`src/sv/porm_pkg.sv`:
```
// Shared opcodes and cell command type for the offset remap table.
package porm_pkg;

  typedef enum logic [2:0] {
    OP_CLEAR = 3'd0,
    OP_SET   = 3'd1,
    OP_FWD   = 3'd2,
    OP_REV   = 3'd3,
    OP_DELTA = 3'd4
  } op_e;

  // Command broadcast from the sequencer to every cell.
  typedef struct packed {
    logic clr;    // drop all entries
    logic upd;    // overwrite value of the matching key
    logic ins;    // insert at the sorted position, shift the rest up
    logic probe;  // leaf flag reports key equality
    logic rev;    // look up on the value column
  } cell_cmd_t;

endpackage

```
`src/sv/porm_cell.sv`:
```
// One table entry: anchor storage, compares and the shift hand-off to the next cell.
module porm_cell #(
  parameter int unsigned POS_WIDTH = 32
) (
  input  logic                  clk_i,
  input  logic                  rst_ni,
  input  porm_pkg::cell_cmd_t   cmd_i,
  input  logic [POS_WIDTH-1:0]  query_i,
  input  logic [POS_WIDTH-1:0]  data_i,
  input  logic [POS_WIDTH-1:0]  prev_key_i,
  input  logic [POS_WIDTH-1:0]  prev_val_i,
  input  logic                  prev_vld_i,
  input  logic                  prev_lt_i,
  output logic [POS_WIDTH-1:0]  key_o,
  output logic [POS_WIDTH-1:0]  val_o,
  output logic                  vld_o,
  output logic                  lt_o,
  output logic                  hit_o,
  output logic [POS_WIDTH-1:0]  off_o
);

  logic [POS_WIDTH-1:0] key_q, key_d, val_q, val_d, off_q, off_d, col;
  logic                 vld_q, vld_d, hit_q, hit_d, eq, col_le;

  always_comb begin
    lt_o   = vld_q && (key_q < query_i);
    eq     = vld_q && (key_q == query_i);
    col    = cmd_i.rev ? val_q : key_q;
    col_le = vld_q && (col <= query_i);
    hit_d  = cmd_i.probe ? eq : col_le;
    off_d  = '0;
    if (col_le) begin
      off_d = cmd_i.rev ? (key_q - val_q) : (val_q - key_q);
    end

    key_d = key_q;
    val_d = val_q;
    vld_d = vld_q;
    if (cmd_i.clr) begin
      vld_d = 1'b0;
    end else if (cmd_i.upd) begin
      if (eq) begin
        val_d = data_i;
      end
    end else if (cmd_i.ins && !lt_o) begin
      // first cell not below the key takes the new anchor, later cells shift up
      if (prev_lt_i) begin
        key_d = query_i;
        val_d = data_i;
        vld_d = 1'b1;
      end else begin
        key_d = prev_key_i;
        val_d = prev_val_i;
        vld_d = prev_vld_i;
      end
    end
  end

  always_ff @(posedge clk_i or negedge rst_ni) begin
    if (!rst_ni) begin
      vld_q <= 1'b0;
    end else begin
      vld_q <= vld_d;
    end
  end

  always_ff @(posedge clk_i) begin
    key_q <= key_d;
    val_q <= val_d;
    hit_q <= hit_d;
    off_q <= off_d;
  end

  assign key_o = key_q;
  assign val_o = val_q;
  assign vld_o = vld_q;
  assign hit_o = hit_q;
  assign off_o = off_q;

endmodule

```
`config.mk`:
```
export PLATFORM = sky130hd
export DESIGN_NAME = porm_cell
export DESIGN_NICKNAME = d
export VERILOG_FILES = /design/src/sv/porm_pkg.sv /design/src/sv/porm_cell.sv
export SDC_FILE = /design/constraint.sdc
export NUM_CORES = 1
export LEC_CHECK = 0
export ABC_CLOCK_PERIOD_IN_PS = 5870
export BUFFER_PORTS_ARGS = -buffer_cell sky130_fd_sc_hd__buf_2
export CAP_MARGIN = 20
export CORE_MARGIN = 2
export CORE_UTILIZATION = 45
export CTS_BUF_LIST = sky130_fd_sc_hd__clkbuf_4
export DETAILED_ROUTE_END_ITERATION = 10
export PLACE_DENSITY_LB_ADDON = 0.08
export SLEW_MARGIN = 20
export SYNTH_ARGS = -nofsm -noshare
export SYNTH_HDL_FRONTEND = slang
export SYNTH_SLANG_ARGS = --single-unit
```
`constraint.sdc`:
```
create_clock -name clk_i -period 5.87 [get_ports clk_i]
set_clock_uncertainty 0.05 [all_clocks]
set_input_delay 0.587 -clock clk_i [delete_from_list [all_inputs] [get_ports clk_i]]
set_output_delay 0.587 -clock clk_i [all_outputs]
set_load 0.02 [all_outputs]
```
==> flow_summary.ini <==
[status]
status = complete, no violations

[die]
die_height_um = 145
placementRows = 51
core_sq_um = 19500
start_util_pct = 46.1
io_pins = 236
die_w_um = 145
die_area_sq_um = 21100

[placed_design]
place_hpwl_mm = 22.9
io_buffers = 235
gp_congestion = 0.896
place_area_sq_um = 10300

[worst_setup_path]
end_kind = output pin
r2r_cells = 10
arrival_ps = 2990
cp-start-kind = register
path_class = reg -> out
r2r-end = off_o[25]$_SDFF_PN0_
critPathMaxFanout = 5
r2r_slack_ps = 2600
worstPathRequired_ps = 5230
reg2reg_from = key_o[14]$_DFFE_PP_

[global_route]
grt-ovfl-total = 0
use_met2_pct = 39.0
grt_first_pass_wirelength_mm = 43.7
grt_max_degree = 74
groute.layer.met3.usage_pct = 4.26
gr-usage-all-layers_pct = 26.1
grt.busiest_layer = met2
met1_usage_pct = 38.9
antenna_found_initial = 1
grt_pass1_vias = 7998

[power]
p_total_mw = 1.70
leakagePower_nw = 4.92
peakVddDrop_mv = 0.111
cellPowerDensity_nw_per_um2 = 162

[cells_and_area]
layout_common_cells = 234 x buf_2, 126 x ha_1, 107 x inv_1, 80 x a21oi_1, 77 x nand2_1
fillers = 1920
final_core_util_pct = 53.8
layout_commonest_cell = buf_2
drive_above_1_share_pct = 28.0
area_delta_synth_final_pct = 16.8
fin_nets = 1486
stdcell_area_sq_um = 10500

[detailed_routing]
drtAntennaViolNets = 0
drtIter0Drc = 708
firstDrtPassIters = 5
wl_mm = 27.7
routedWlPerCell_um = 18.6
dr_total_vias = 8335
drc = 0
vias_per_cell = 5.59

[yosys]
avgSynthCellArea_sq_um = 8.88
synth.distinct_cells = 79
synth_seq_cells = 98
yosysSeqAreaShare_pct = 29.0
synth_nets = 1278
netlist_area_sq_um = 9000
syn-instance-count = 1013
synthFlopType = edfxtp_1
synth-warning-count = 0
synth-async-reset-ratio_pct = 1.02
synth_edf_count = 64

[worst_hold_path]
hp-start = cmd_i[1]
hp-class = in -> reg
min_path_cells = 2
hold_end = hit_o$_DFF_P_

[sta]
setup_viol = 0
rsz0062_at_grt = false
maxSlewViolCount = 0
hold_viol = 0
worst_pin_slew_ps = 953
finalCritPeriodShare_pct = 61.8
fin_crit_ps = 3630
max_freq_mhz = 276
setup_tns_ps = 0
max_slew_margin_pct = 36.3

[clock_tree]
clock_sinks = 98
path_clk_slew_ps = 180
post_cts_buffers = 0
cts_buffers = 9
h-tree-depth = 3
tritoncts = yes
clk_latency_ps = 510
clk_path_buf_depth = 2
root_buffer = clkbuf_4

[run]
cap_violations = 0
==> kinds of logic after synthesis <==
group	Yosys count	synth area share (%)
AO/OA/AOI/OAI	290	20.9
AND/OR/NAND/NOR	248	13.5
adder cells (fa/ha/maj)	128	18.0
flip-flops	98	29.0
XOR/XNOR	17	1.66
multiplexers	81	9.96
buffers and inverters	151	7.01
==> per-stage QoR <==
step	setup slack (ps)	std cells	hold WS [ps]
floorplan	1080	1013	241
global placement	2130	1474	314
detailed placement	2090	1474	316
CTS	2270	1491	201
global route	2120	1492	213
finish	2240	1492	227
==> cell type report <==
type | instances | area [sq um] | share of cell area [%]
Multi-Input combinational cell | 764 | 5790 | 55.1
Clock inverter | 6 | 73.8 | 0.703
Antenna cell | 1 | 2.50 | 0.0238
Timing Repair Buffer | 240 | 1220 | 11.6
Clock buffer | 10 | 75.1 | 0.715
Sequential cell | 98 | 2610 | 24.8
Tap cell | 265 | 332 | 3.16
Inverter | 108 | 405 | 3.86
==> cell usage after synthesis, types with 5 or more instances <==
cell,count,share of area [%]
edfxtp_1,64,21
a221oi_1,5,0.49
a21o_1,23,1.9
nand2_1,77,3.2
o22ai_1,6,0.42
nor3_1,20,1.1
o21ai_0,70,3.9
nor2_1,53,2.2
inv_1,107,4.5
and2_1,6,0.42
nand3_1,26,1.4
o21a_1,15,1.3
ha_1,126,18
clkbuf_1,14,0.58
a211o_1,7,0.68
a211oi_1,14,1.2
nor2b_1,10,0.70
mux2i_1,13,1.4
nand3b_1,5,0.42
xor2_1,8,0.78
a31oi_1,8,0.56
nand4_1,19,1.3
mux2_2,68,8.5
a21oi_1,80,4.5
buf_2,20,1.1
dfxtp_1,33,7.3
o211ai_1,11,0.92
xnor2_1,9,0.88
==> worst max-delay path by stage <==
stage	from	to	slack, ps	depth (start not counted)
4_1_cts	key_o[1]$_DFFE_PP_	lt_o	2270	8
3_5_place_dp	cmd_i[0]	off_o[1]$_SDFF_PN0_	2090	10
2_1_floorplan	query_i[25]	val_o[0]$_DFFE_PP_	1080	7
5_1_grt	key_o[1]$_DFFE_PP_	lt_o	2120	8
3_3_place_gp	cmd_i[0]	off_o[1]$_SDFF_PN0_	2130	10
6_report	key_o[1]$_DFFE_PP_	lt_o	2240	8
==> sequential cells by signal, indices dropped and copies added, names as in the netlist <==
name and flops:
vld_o 1, hit_o 1, off_o 32, val_o 32
key_o 32
==> critical path, stage by stage (launching register included) <==
cell and delay, ps:
edfxtp_1 570, ha_1 340, nor2b_1 130, o21a_1 160, o21a_1 160, o21ai_0 210
o211ai_1 180, a211oi_2 460, buf_2 260
==> power by group <==
part	internal (mW)	switching (mW)	total [mW]	leakage (nW)
clock network	0.140	0.262	0.402	0.0751
registers	0.768	0.0256	0.793	0.868
logic	0.213	0.296	0.509	3.98
==> per-layer routing <==
metal | wire [um] | share of wire [%]
met5 | 0 | 0
met4 | 480 | 1.7
met3 | 1720 | 6.2
met2 | 11700 | 42
met1 | 13900 | 50
==> timing repair <==
item                      CTS  global route
hold endpoints to repair    1             0
resized for setup           0             0
hold buffers                1             0
No activity file was read; power rests on OpenSTA's default activity.
